===== src/sv/pisf_sqrt_cell.sv =====
// One digit step of the integer square root chain.
module pisf_sqrt_cell #(
    parameter int ROOT_W = 49
) (
    input  logic                i_clk,
    input  logic [2*ROOT_W-1:0] i_rad,
    input  logic [ROOT_W:0]     i_rem,
    input  logic [ROOT_W-1:0]   i_root,
    output logic [2*ROOT_W-1:0] o_rad,
    output logic [ROOT_W:0]     o_rem,
    output logic [ROOT_W-1:0]   o_root
);

    logic [ROOT_W+2:0] pull;
    logic [ROOT_W+2:0] trial;
    logic [ROOT_W+2:0] diff;
    logic              take;

    always_comb begin
        pull  = {i_rem, i_rad[2*ROOT_W-1 -: 2]};
        trial = {1'b0, i_root, 2'b01};
        diff  = pull - trial;
        take  = (pull >= trial);
    end

    always_ff @(posedge i_clk) begin
        o_rad  <= {i_rad[2*ROOT_W-3:0], 2'b00};
        o_rem  <= take ? diff[ROOT_W:0] : pull[ROOT_W:0];
        o_root <= {i_root[ROOT_W-2:0], take};
    end

endmodule


===== config.mk =====
export PLATFORM = sky130hd
export DESIGN_NAME = pisf_sqrt_cell
export DESIGN_NICKNAME = d
export VERILOG_FILES = /design/src/sv/pisf_sqrt_cell.sv
export SDC_FILE = /design/constraint.sdc
export NUM_CORES = 1
export LEC_CHECK = 0
export ABC_CLOCK_PERIOD_IN_PS = 7700
export BUFFER_PORTS_ARGS = -buffer_cell sky130_fd_sc_hd__buf_2
export CAP_MARGIN = 5
export CORE_AREA = 3 3 151 153
export DETAILED_ROUTE_END_ITERATION = 10
export DIE_AREA = 0 0 154 156
export GPL_TIMING_DRIVEN = 0
export PLACE_DENSITY = 0.78
export SYNTH_ARGS = -nofsm -noshare
export SYNTH_HDL_FRONTEND = slang
export SYNTH_SLANG_ARGS = --single-unit

===== constraint.sdc =====
create_clock -name i_clk -period 7.7 [get_ports i_clk]
set_clock_uncertainty 0.15 [all_clocks]
set_input_delay 0.77 -clock i_clk [delete_from_list [all_inputs] [get_ports i_clk]]
set_output_delay 0.77 -clock i_clk [all_outputs]
set_load 0.005 [all_outputs]

==> summary.txt <==
Clocking
  – # H-tree levels: 4
  – CTS clk-pin slew, worst paths: 0.09 ns
  – Clk root buf: clkbuf_16
  – Clk sinks: 195
  – Post-CTS resize count: 0
  – Clk buf depth: 2
  – TritonCTS clock tree: built
  – Post-CTS Setup Inserts: 0
  – Hold buffer count at CTS: 0
  – CTS Buf Count: 17

Floorplanning
  – Ports: 395
  – Row cnt: 54
  – Core box area: 21700 um2
  – Initial Util: 36.9%
  – Die Height: 156 um
  – Die W: 154 um
  – Die area: 24000 um2

Finish
  – Layout cells sized above 1: 42.4%
  – Finished Cell Area: 10900 um2
  – Layout net count: 1428
  – Area Overhead vs Synth: 36.6%

Routing
  – DR top layer: met5
  – Detailed Route WL: 26000 um
  – Vias per Instance: 4.80
  – # DRC: 0
  – Routed wire per std cell: 17.6 um
  – Drt first pass iters: 5
  – Starting DRT DRC Count: 262
  – Met2 wire len: 13600 um
  – Met1 WL: 10200 um
  – Via count: 7077
  – Met3 wire len: 1600 um
  – Antenna viol nets, final: 0

Yosys
  – Most frequent cells after synthesis: dfxtp_1, a21oi_1, inv_1
  – Top-count cell post-synth: dfxtp_1
  – Post-synthesis sequential area ratio: 48.8%
  – Yosys warnings: 0
  – Synth area leader: dfxtp_1
  – EDFF count, synth: 0
  – Ys flop type: dfxtp_1
  – Post-Syn Area per Cell: 10.4 um2
  – Yosys top cell area share: 48.8%
  – Cells after Synth: 767
  – Post-synthesis async set-or-reset flop share: 0%
  – Cell variety after synth: 70
  – Flops & latches, synth: 195
  – Synth area leaders: dfxtp_1, ha_1, mux2_4, a21oi_1, inv_1
  – Post-Syn Area: 8000 um2

Status
  – Outcome: finished clean

Timing
  – Fmax: 0.282 GHz
  – Final period util: 46.0%
  – Setup TNS: 0 ns
  – Final hold vios: 0
  – Fin crit period: 3.54 ns
  – Max-slew violation count: 0
  – Max_slew headroom: 39.7%
  – # setup viols final: 0
  – RSZ-0062 raised after global routing: no
  – Actual slew at the worst max-slew pin: 0.897 ns

Power
  – Worst vdd ir: 0.000152 V
  – Pleak: 5.53 nW
  – PwrDens: 238 nW/um2

Placed design
  – HPWL after DPL: 21400 um
  – Area post-placement: 10300 um2
  – # port buffers: 392
  – Final GP Congestion: 0.864

Worst setup path
  – Data arrival, critical path: 3.72 ns
  – WS Path Type: primary input to register
  – CP startpoint kind: primary input
  – CP required: 7.88 ns
  – Worst setup EP type: register
  – Max Fanout on Critical Path: 4

Run
  – Max-cap violations: 0

Worst hold path
  – Min-Delay Path Depth: 1
  – Hold/Removal Path Class: primary input to register
  – Hold Path End: o_rad[91]$_DFF_P_
  – Hold_sp: i_rad[89]

GRT
  – GRT overflow: 0
  – Vias in the first global route: 6893
  – GRT Overall Usage: 20.4%
  – Largest net degree at the start of global routing: 22
  – Initial antenna violation count: 4
  – First-pass GRT wire length: 37900 um
## critical path, cell delays in order
cell and delay, ns:
buf_2 0.09, inv_1 0.05, ha_1 0.36, o211ai_1 0.15, o21ai_1 0.29, a211oi_1 0.18, o31ai_1 0.80, a221oi_2 0.19
a211oi_1 0.32, o21ai_1 0.11, xnor2_1 0.13, mux2_2 0.28
## cell type report
type | instances | area (um2)
fillers | 2068 | 10800
clock inverters | 14 | 180
clock buffers | 18 | 429
inverters | 73 | 287
well taps | 280 | 350
plain buffers | 25 | 201
multi-input cells | 475 | 3610
flip-flops and latches | 195 | 3900
diodes | 1 | 2.50
repair buffers | 392 | 1960
## routing by layer
layer  vias up  GRT usage [%]
li1       3489              -
met1      3262           23.0
met2       279           37.7
met3        41           5.19
met4         6           6.48
met5         -              0
## placed cells by master, fill, tap and decap left out, types with 17 or more instances in the layout
| cell | netlist | final |
|---|---|---|
| dfxtp_1 | 195 | 195 |
| a21oi_1 | 70 | 70 |
| nand3_1 | 18 | 18 |
| o21ai_0 | 21 | 21 |
| ha_1 | 51 | 51 |
| clkbuf_16 | 0 | 17 |
| mux2_4 | 30 | 30 |
| nor2_1 | 25 | 25 |
| inv_1 | 70 | 70 |
| buf_2 | 9 | 401 |
| nand2_1 | 45 | 45 |
| a21o_1 | 23 | 23 |
| nor3_1 | 18 | 18 |
| xnor2_1 | 26 | 26 |
## report_power, final
group / leakage (nW) / internal (mW) / switching, mW
Combinational: 3.59 / 0.278 / 0.290
Clock: 0.294 / 0.444 / 0.458
Sequential: 1.65 / 1.11 / 0.0210
Total: 5.53 / 1.83 / 0.769
## registers in the layout (all words and copies together) (netlist names)
register	flops
o_root	49
o_rad	96
o_rem	50
## stage by stage
stage	instances	power [mW]	hold WS [ns]	worst slack (ns)	util (%)
after floorplan	768	1.48	0.648	4.37	-
after global placement	1440	1.71	0.723	3.66	47.6
after detailed placement	1440	1.72	0.724	3.66	47.6
after CTS	1472	2.63	0.249	4.12	50.4
after global routing	1473	2.72	0.242	3.89	50.4
final	1473	2.60	0.265	4.16	50.4
## cells by family after synthesis
family,count (synthesis),share of synthesized area (%)
flops,195,48.8
xor+xnor,41,4.49
buf+inv,98,6.10
mux,35,6.33
other cells,1,0.0469
compound gates,196,16.7
simple gates,150,9.52
fa+ha+maj,51,7.98
## worst max-delay path by stage
stage	from	end	slack (ns)
2_1_floorplan	i_root[15]	o_rem[10]$_DFF_P_	4.37
3_3_place_gp	i_rem[18]	o_rem[18]$_DFF_P_	3.66
3_5_place_dp	i_root[17]	o_rem[46]$_DFF_P_	3.66
4_1_cts	i_rem[15]	o_rem[46]$_DFF_P_	4.12
5_1_grt	i_root[14]	o_rem[21]$_DFF_P_	3.89
6_report	i_root[2]	o_rem[49]$_DFF_P_	4.16
Note: power is estimated with default switching activity, not from simulation.
