**config.mk**
```make
export PLATFORM = sky130hd
export DESIGN_NAME = pisf_mac_cell
export DESIGN_NICKNAME = d
export VERILOG_FILES = /design/src/sv/pisf_mac_cell.sv
export SDC_FILE = /design/constraint.sdc
export NUM_CORES = 2
export LEC_CHECK = 0
export BUFFER_PORTS_ARGS = -buffer_cell sky130_fd_sc_hd__buf_2
export CELL_PAD_IN_SITES_DETAIL_PLACEMENT = 1
export CELL_PAD_IN_SITES_GLOBAL_PLACEMENT = 2
export CORE_UTILIZATION = 36
export CTS_BUF_LIST = sky130_fd_sc_hd__clkbuf_2 sky130_fd_sc_hd__clkbuf_4 sky130_fd_sc_hd__clkbuf_8
export DETAILED_ROUTE_END_ITERATION = 12
export PLACE_DENSITY_LB_ADDON = 0.2
export SYNTH_ARGS = -nofsm -noshare
export SYNTH_HDL_FRONTEND = slang
export SYNTH_SLANG_ARGS = --single-unit
```
**constraint.sdc**
```tcl
create_clock -name i_clk -period 6.65 [get_ports i_clk]
set_input_delay 0.3325 -clock i_clk [delete_from_list [all_inputs] [get_ports i_clk]]
set_output_delay 0.3325 -clock i_clk [all_outputs]
set_load 0.05 [all_outputs]
```
**src/sv/pisf_mac_cell.sv**
```systemverilog
// One digit step of a multiply: add operand times one digit of the multiplier.
module pisf_mac_cell #(
    parameter int XW  = 66,
    parameter int YW  = 56,
    parameter int PW  = 122,
    parameter int DW  = 8,
    parameter int IDX = 0
) (
    input  logic          i_clk,
    input  logic [XW-1:0] i_x,
    input  logic [YW-1:0] i_y,
    input  logic [PW-1:0] i_acc,
    output logic [XW-1:0] o_x,
    output logic [YW-1:0] o_y,
    output logic [PW-1:0] o_acc
);

    logic [XW+DW-1:0] pp;
    logic [PW-1:0]    n_acc;

    always_comb begin
        pp    = (XW+DW)'(i_x) * (XW+DW)'(i_y[IDX*DW +: DW]);
        n_acc = i_acc + (PW'(pp) << (IDX * DW));
    end

    always_ff @(posedge i_clk) begin
        o_x   <= i_x;
        o_y   <= i_y;
        o_acc <= n_acc;
    end

endmodule

```
==> reports/metrics.csv <==
stage,metric,value,unit
grt,gr-usage-all-layers,0.248,
grt,first_pass_grt_wire_length,134,mm
yosys,synth_area_per_cell,9.46,um^2
die,top_level_ports,489,
sta,finalSetupViolations,0,
layout,finalInstanceArea,0.0312,mm^2
cts,cts_max_level,2,
power_and_ir_drop,power.static_leakage,15.8,nW
yosys,yosys_warnings,0,
sta,worst_slack,0.226,ns
yosys,synth.top_cells.by_area,"fa_1 37%, dfxtp_1 20%, and2_1 9.9%, inv_1 7.8%, ha_1 5.0%",
setup_path,critPathMaxFanout,9,
route,routed-via-count,20186,
die,rows,95,
yosys,yosysTopAreaCellShare,0.369,
route,route.detailed.wl_per_inst,20.0,um
sta,worst_pin_slew,0.748,ns
sta,relSlewSlack,0.499,
sta,period_minus_slack,6.42,ns
route,remaining_drcs,0,
die,die_area,0.0697,mm^2
layout,syn_to_final_growth,26.1,%
grt,grt_pass1_vias,23660,
yosys,synth-seq-cells,244,
yosys,synth-async-reset-ratio,0,
layout,drive_above_1_share,0.192,
yosys,most_common_cell_in_the_netlist,inv_1,
min_path,hold_class,in2reg,
cts,clk_pin_slew_worst_paths,0.06,ns
yosys,yosys-top-cells-count,"515 x inv_1, 456 x fa_1, 391 x and2_1, 244 x dfxtp_1, 229 x nand2_1",
placement,dp.final_hpwl,66.6,mm
layout,postLayoutCoreUtil,0.462,
route,routed_wl,83.8,mm
placement,buffer_ports.inserted,488,
cts,cts-root-to-sink-buffers,3,
grt,grt-ovfl-total,0,
yosys,netlist-cell-type-count,59,
route,final_antenna_net_count,0,
yosys,synth_area_leader_cell,fa_1,
yosys,netlist_area,0.0247,mm^2
run_status,outcome,"complete, no violations",
setup_path,critical_path_required,7.17,ns
layout,final_net_count,4078,
placement,place.gp.congestion,0.848,
sta,unrepaired_setup_endpoints_after_global_routing,true,
power_and_ir_drop,power.ir.vdd_worst,0.000391,V
cts,clockRootBuffer,clkbuf_8,
setup_path,critical_path_startpoint,i_x[5],
sta,maximum_clock_rate,156,MHz
die,die_width,264,um
die,initial_core_util,0.366,
setup_path,worst_setup_path_start_kind,input port,
setup_path,critical_path_sink,o_acc[121]$_DFF_P_,
cts,number_of_buffers_inserted_during_clock_tree_synthesis,48,
setup_path,end_kind,flop,
yosys,count_of_flip_flops_with_a_built_in_enable_after_synthesis,0,
sta,layout_worst_path_cycle_share,0.966,
min_path,holdPathStages,1,
cts,tritoncts,done,
grt,maximum_number_of_pins_on_one_net_before_global_route_repair,46,
die,chipHeight,264,um
route,vias_per_cell,4.82,
sta,report.final.hold_viol_count,0,
cts,clkSinkCount,244,
yosys,synth_cells,2614,
grt,grt_antenna_before_repair,8,
power_and_ir_drop,power.total,16.3,mW
yosys,syn-num-nets,3414,
placement,placed_cell_area,0.0282,mm^2
run,cap_viol_max_count,0,
setup_path,cp_data_arrival_time,6.95,ns
yosys,synth.yosys.seq_area_share,0.198,
power_and_ir_drop,powerDensity,523,mW/mm^2
route,dr.pass1.iters,5,
yosys,synth-main-ff-cell,dfxtp_1,
sta,drv_slew,0,
die,core_area,0.0675,mm^2
route,dr.first_iter.drc_count,876,
placement,post-place-ws,-0.0679,ns
setup_path,timing_worst_setup_path_type,in2reg,
## what timing repair did
action | CTS | global route
setup endpoints to repair | 0 | 13
gates resized for setup | 0 | 9
hold endpoints to repair | 165 | 0
setup buffers | 0 | 4
hold buffers | 180 | 0
## state kept, by name, summed over array words and instances, names as in the netlist
| signal | cells |
|---|---|
| o_x | 66 |
| o_y | 56 |
| o_acc | 122 |
## where the power goes
part           internal, mW  leakage [nW]  switching, mW
Sequential             1.91          2.06         0.0904
Clock                 0.928         0.530          0.735
Combinational          4.44          13.2           8.20
Total                  7.28          15.8           9.02
## worst max-delay path, stage by stage
cell and delay [ns]:
dlygate4sd3_1 0.56, buf_2 0.22, and2_1 0.20, fa_1 0.55, fa_1 0.46, fa_1 0.55
inv_1 0.06, fa_1 0.53, inv_1 0.05, ha_1 0.38, o21a_1 0.14, o211ai_1 0.08
a31o_1 0.29, o221a_4 0.27, o41ai_4 0.42, a21oi_2 0.20, o21ai_4 0.27, a21boi_4 0.13
and4bb_1 0.39, nand4_1 0.15, xnor2_1 0.15, dlygate4sd3_1 0.54
## per-stage QoR
step | TNS, ns | std cells | hold slack (ns)
final | 0 | 4191 | 0.0642
after floorplan | 0 | 2614 | 0.360
after detailed placement | -0.0812 | 3917 | 0.436
after global placement | -0.0477 | 3917 | 0.435
after CTS | 0 | 4180 | 0.0174
after global routing | -0.0405 | 4188 | 0.0329
## how the worst min path moves through the flow
| stage | startpoint | to | slack (ns) |
|---|---|---|---|
| CTS | i_y[1] | o_y[1]$_DFF_P_ | 0.02 |
| global route | i_y[1] | o_y[1]$_DFF_P_ | 0.03 |
| global placement | i_y[14] | o_y[14]$_DFF_P_ | 0.44 |
| finish | i_y[1] | o_y[1]$_DFF_P_ | 0.06 |
| floorplan | i_x[0] | o_x[0]$_DFF_P_ | 0.36 |
| detailed placement | i_y[38] | o_y[38]$_DFF_P_ | 0.44 |
## routing by layer
layer / vias up / routed length [um] / global-route usage
met4: 6 / 2510 / 0.0784
met2: 461 / 41100 / 0.421
li1: 9256 / - / -
met1: 10335 / 36400 / 0.322
met5: - / 41 / 0
met3: 128 / 3770 / 0.0403
## final cells by class
class	instances	area [um^2]
antenna	7	17.5
clock buffer	71	921
clock inverter	12	114
fill	7907	36300
inverter	515	1930
multi-input combinational	1757	17600
sequential	244	4880
tap	873	1090
timing repair buffer	712	4630
## cells in the final DEF, fill, tap and decap left out, types with 5 or more instances in the layout
cell,Yosys,final
and4_1,6,6
a21o_1,50,50
fa_1,456,456
inv_1,515,515
nor3_1,11,11
ha_1,99,99
clkbuf_8,0,62
dlygate4sd3_1,0,180
diode_2,0,7
clkbuf_4,0,10
and2_1,391,391
and3_1,21,21
nand4_1,47,47
buf_4,1,40
clkinvlp_4,0,5
o21bai_1,17,17
xnor2_1,81,81
xor2_1,36,36
o21ai_1,7,5
nor2_1,54,54
dfxtp_1,244,244
nand3_1,35,35
buf_2,2,487
o31ai_1,6,6
o21a_1,10,10
nand2_1,229,229
a21oi_1,96,96
o21ai_0,42,42
## cell families after synthesis
kind of cell,count (synthesis),share of synthesized area
compound gates,274,0.0726
buf+inv,613,0.0933
fa+ha+maj,555,0.419
flops,244,0.198
simple gates,811,0.176
xor+xnor,117,0.0415
Power figures use the tool's default switching activity.
