==> src/sv/pisf_pkg.sv <==
// Shared types and constants of the pairwise inverse-square force block.
package pisf_pkg;

    localparam int COORD_W  = 32;
    localparam int FRAC_W   = 16;
    localparam int COEF_W   = 32;
    localparam int PAIR_W   = 2 * COEF_W;
    localparam int PROD_W   = 3 * COEF_W;
    localparam int AMAG_W   = PROD_W + 1;
    localparam int DIFF_W   = COORD_W + 1;
    localparam int SQ_W     = 2 * DIFF_W;
    localparam int SUM_W    = 2 * COORD_W + 2;
    localparam int ROOT_W   = COORD_W + FRAC_W + 1;
    localparam int RAD_W    = 2 * ROOT_W;
    localparam int DIG_W    = 8;
    localparam int MUL_N    = (ROOT_W + DIG_W - 1) / DIG_W;
    localparam int YM_W     = MUL_N * DIG_W;
    localparam int NUM_W    = AMAG_W + YM_W;
    localparam int DEN_W    = SUM_W + YM_W;
    localparam int DIVN_W   = NUM_W + FRAC_W;
    localparam int FORCE_W  = 48;
    localparam int QUO_W    = FORCE_W + 1;
    localparam int FRONT_N  = 5;
    localparam int LATENCY  = FRONT_N + ROOT_W + MUL_N + QUO_W + 1;

    localparam int CFG_IDX_W = 2;
    localparam logic [CFG_IDX_W-1:0] CFG_GRAV_COEF = 2'd0;
    localparam logic [CFG_IDX_W-1:0] CFG_ELEC_COEF = 2'd1;

    localparam logic [FORCE_W-1:0] FORCE_POS_MAX = {1'b0, {(FORCE_W-1){1'b1}}};
    localparam logic [FORCE_W-1:0] FORCE_NEG_MAX = {1'b1, {(FORCE_W-1){1'b0}}};

    typedef struct packed {
        logic signed [COORD_W-1:0] self_pos_x;
        logic signed [COORD_W-1:0] self_pos_y;
        logic signed [COORD_W-1:0] self_pos_z;
        logic signed [COORD_W-1:0] other_pos_x;
        logic signed [COORD_W-1:0] other_pos_y;
        logic signed [COORD_W-1:0] other_pos_z;
        logic [COEF_W-1:0]         self_mass;
        logic [COEF_W-1:0]         other_mass;
        logic signed [COEF_W-1:0]  self_charge;
        logic signed [COEF_W-1:0]  other_charge;
        logic                      self_gravity;
        logic                      other_gravity;
    } t_in;

    typedef struct packed {
        logic signed [FORCE_W-1:0] force_x;
        logic signed [FORCE_W-1:0] force_y;
        logic signed [FORCE_W-1:0] force_z;
        logic                      coincident;
        logic                      saturated;
    } t_out;

    typedef struct packed {
        logic [2:0] neg;
        logic       zero;
    } t_sgn;

endpackage

==> src/sv/pisf_div_cell.sv <==
// One quotient bit of the restoring division chain.
module pisf_div_cell
    import pisf_pkg::*;
#(
    parameter int NW = 162,
    parameter int DW = 122,
    parameter int K  = 0
) (
    input  logic             i_clk,
    input  logic [NW-1:0]    i_rem,
    input  logic [DW-1:0]    i_den,
    input  logic [QUO_W-1:0] i_q,
    output logic [NW-1:0]    o_rem,
    output logic [DW-1:0]    o_den,
    output logic [QUO_W-1:0] o_q
);

    localparam int CW = (NW > DW + K) ? NW : DW + K;

    logic [CW-1:0]    rem_ext;
    logic [CW-1:0]    den_sh;
    logic [CW-1:0]    diff;
    logic             take;
    logic [QUO_W-1:0] n_q;

    always_comb begin
        rem_ext = CW'(i_rem);
        den_sh  = CW'(i_den) << K;
        diff    = rem_ext - den_sh;
        take    = (rem_ext >= den_sh);
        n_q     = i_q;
        n_q[K]  = take;
    end

    always_ff @(posedge i_clk) begin
        o_rem <= take ? diff[NW-1:0] : i_rem;
        o_den <= i_den;
        o_q   <= n_q;
    end

endmodule

==> config.mk <==
export PLATFORM = sky130hd
export DESIGN_NAME = pisf_div_cell
export DESIGN_NICKNAME = d
export VERILOG_FILES = /design/src/sv/pisf_pkg.sv /design/src/sv/pisf_div_cell.sv
export SDC_FILE = /design/constraint.sdc
export NUM_CORES = 1
export LEC_CHECK = 0
export BUFFER_PORTS_ARGS = -buffer_cell sky130_fd_sc_hd__clkbuf_2
export CAP_MARGIN = 5
export CORE_AREA = 2 2 260 262
export CTS_CLUSTER_SIZE = 24
export DETAILED_ROUTE_END_ITERATION = 16
export DIE_AREA = 0 0 262 264
export GPL_TIMING_DRIVEN = 0
export SETUP_SLACK_MARGIN = 0.05
export SLEW_MARGIN = 20
export SYNTH_ARGS = -nofsm -noshare
export SYNTH_HDL_FRONTEND = slang
export SYNTH_SLANG_ARGS = --single-unit
==> constraint.sdc <==
create_clock -name i_clk -period 5 [get_ports i_clk]
set_clock_uncertainty 0.2 [all_clocks]
set_input_delay 1 -clock i_clk [delete_from_list [all_inputs] [get_ports i_clk]]
set_output_delay 1 -clock i_clk [all_outputs]
set_load 0.005 [all_outputs]
==> flow_metrics.py <==
metrics = {
    "status": {
        "status": "finished clean",
    },
    "timing": {
        "tightest_slew_ns": 0.898,
        "tns_ns": 0,
        "rsz0062_at_grt": "true",
        "timing.final.crit_period_ns": 4.98,
        "relSlewSlack": 0.396,
        "max_freq_ghz": 0.201,
        "finalCritPeriodShare": 0.997,
        "hold_viol": 0,
        "setup-violations-final": 0,
        "drv_slew": 0,
        "fin_ws_ns": 0.0160,
    },
    "global_route": {
        "grt_usage": 0.228,
        "grt_pass1_vias": 19000,
        "grt_pass1_wl_um": 119000,
        "antenna_found_initial": 11,
        "grt_max_degree": 14,
        "overflow": 0,
    },
    "floorplan": {
        "die_width_um": 262,
        "placementRows": 95,
        "core_sq_um": 66600,
        "die_h_um": 264,
        "initial_core_util": 0.274,
        "dieArea_sq_um": 69200,
        "num_io_pins": 667,
    },
    "critical_path": {
        "crit_required_ns": 5.21,
        "arrival_ns": 5.20,
        "path_max_fanout": 6,
        "start_kind": "input port",
        "path_class": "in -> reg",
        "worstSetupEndpointType": "flop",
    },
    "routing": {
        "drt-pass1-iter-count": 5,
        "ant_nets": 0,
        "drt-wirelength-per-cell_um": 21.1,
        "dr.first_iter.drc_count": 1442,
        "vias_per_cell": 5.01,
        "routed-via-count": 19700,
        "drc": 0,
        "drt_wl_total_um": 82800,
    },
    "logic_synthesis": {
        "ys.flop_type": "dfxtp_1",
        "synth_edf_count": 0,
        "syn-num-nets": 2753,
        "syn_area_per_cell_sq_um": 7.94,
        "syn-instance-count": 2296,
        "yosys_warnings": 0,
        "async_flop_share": 0,
        "syn_area_sq_um": 18200,
        "ys_ff_latch": 333,
        "yosysUniqueCellTypes": 70,
        "ys_seq_area_frac": 0.366,
    },
    "cts": {
        "cts_tree": "yes",
        "cts_buffer_depth": 3,
        "htree_levels": 2,
        "numCtsBuffers": 38,
        "root_buffer": "clkbuf_16",
        "postCtsHoldBufs": 0,
        "clock-sinks": 333,
        "cts.reportedPaths.clkPinSlew_ns": 0.06,
    },
    "placed_design": {
        "placedInstanceArea_sq_um": 22600,
        "hpwl_um": 69600,
        "io_buffer_count": 663,
        "globalplace.congestion": 0.938,
        "dp_slack_ns": -2.17,
    },
    "final_layout": {
        "fin_area_sq_um": 24500,
        "layout_common_cells": "clkbuf_2, dfxtp_1, nand2_1, o21ai_0, a21oi_1",
        "final_common_cell": "clkbuf_2",
        "areaGrowthSynthToFinish_pct": 34.4,
        "drive_above_1_share": 0.278,
        "fin_nets": 3470,
    },
    "job": {
        "cap_viol_max_count": 0,
    },
    "pwr": {
        "p_leak_nw": 11.2,
        "p_per_area_nw_per_um2": 332,
        "vdd_ir_drop_max_mv": 0.277,
    },
    "worst_hold_path": {
        "hp-class": "in -> reg",
    },
}
[critical path, stage by stage]
cell       delay, ns
clkbuf_2        0.09
inv_1           0.06
ha_1            0.42
nand2_1         0.22
a211oi_2        0.40
a21bo_2         0.31
a41o_1          0.26
o2111ai_1       0.32
a211oi_4        0.60
o21ai_1         0.39
a21o_1          0.32
a21oi_2         0.47
nor4b_2         0.12
xor2_1          0.18
[power by group]
part | switching, mW | internal, mW
combinational | 1.29 | 0.821
sequential | 0.0877 | 2.98
clock | 1.20 | 1.76
[metrics by stage]
stage / total power [mW] / util / hold WS [ns] / std cells
2_1_floorplan: 4.20 / - / 0.828 / 2296
3_3_place_gp: 5.17 / 0.340 / 0.902 / 3832
3_5_place_dp: 5.17 / 0.340 / 0.904 / 3833
4_1_cts: 8.19 / 0.365 / 0.312 / 3909
5_1_grt: 8.53 / 0.368 / 0.312 / 3922
6_report: 8.13 / 0.368 / 0.348 / 3923
[per-layer routing]
| layer | up-vias | track usage | wire length [um] |
|---|---|---|---|
| li1 | 9500 | - | - |
| met1 | 9260 | 0.295 | 35600 |
| met2 | 804 | 0.377 | 38600 |
| met3 | 106 | 0.0477 | 6280 |
| met4 | 2 | 0.0727 | 2360 |
| met5 | - | 0 | 13 |
[area by class of cell]
type                            count  area [sq um]
Sequential cell                   333          6670
Multi-Input combinational cell   1680         10800
Buffer                            102           480
Inverter                          176           663
Clock buffer                       49          1050
Clock inverter                     18           248
Fill cell                        7107         42100
Timing Repair Buffer              682          3460
Antenna cell                       10          25.0
Tap cell                          873          1090
[synth_stat cells, types with 10 or more instances]
cell      number  share of area
xnor2_1       85          0.041
nand4_1       80          0.027
or3_1         19         0.0065
nor2_1       142          0.029
a21boi_0      16         0.0066
o21a_1        19         0.0078
nor3_1        49          0.013
o21bai_1      43          0.018
or2_2         12         0.0041
o31ai_1       19         0.0078
xor2_1        71          0.034
a211oi_1      14         0.0058
a21oi_1      218          0.060
nand3_1       23         0.0063
ha_1         122          0.084
o21ai_0      228          0.063
nand2_1      282          0.058
a21o_1        58          0.024
nor2b_1       12         0.0041
dfxtp_1      333           0.37
clkbuf_1      93          0.019
a31oi_1       10         0.0034
inv_1        173          0.036
buf_2         10         0.0027
nor4_1        29          0.010
[final timing paths]
| check | startpoint | to | slack (ns) | cells past startpoint |
|---|---|---|---|---|
| min | i_q[19] | o_q[19] | 0.35 | 1 |
| max | i_den[4] | o_rem[157] | 0.02 | 14 |
[registers in the layout, indices dropped and copies added (netlist names)]
| register | flops |
|---|---|
| o_q | 49 |
| o_rem | 162 |
| o_den | 122 |
[logic make-up (layout without fill, tap and decap cells)]
logic type	after synthesis	in the layout	share of synthesized area
fa+ha+maj	123	123	0.0849
other cells	0	10	0
simple gates	695	695	0.178
buf+inv	283	1027	0.0602
xor+xnor	156	156	0.0750
compound gates	698	698	0.231
mux	8	8	0.00494
flops	333	333	0.366
[timing repair]
item                       CTS  global route
pin swaps                    7             9
resized for setup           60            36
setup endpoints to repair  162           144
gates cloned                 0             0
buffers inserted            13             5
Note: power is estimated with default switching activity, not from simulation.
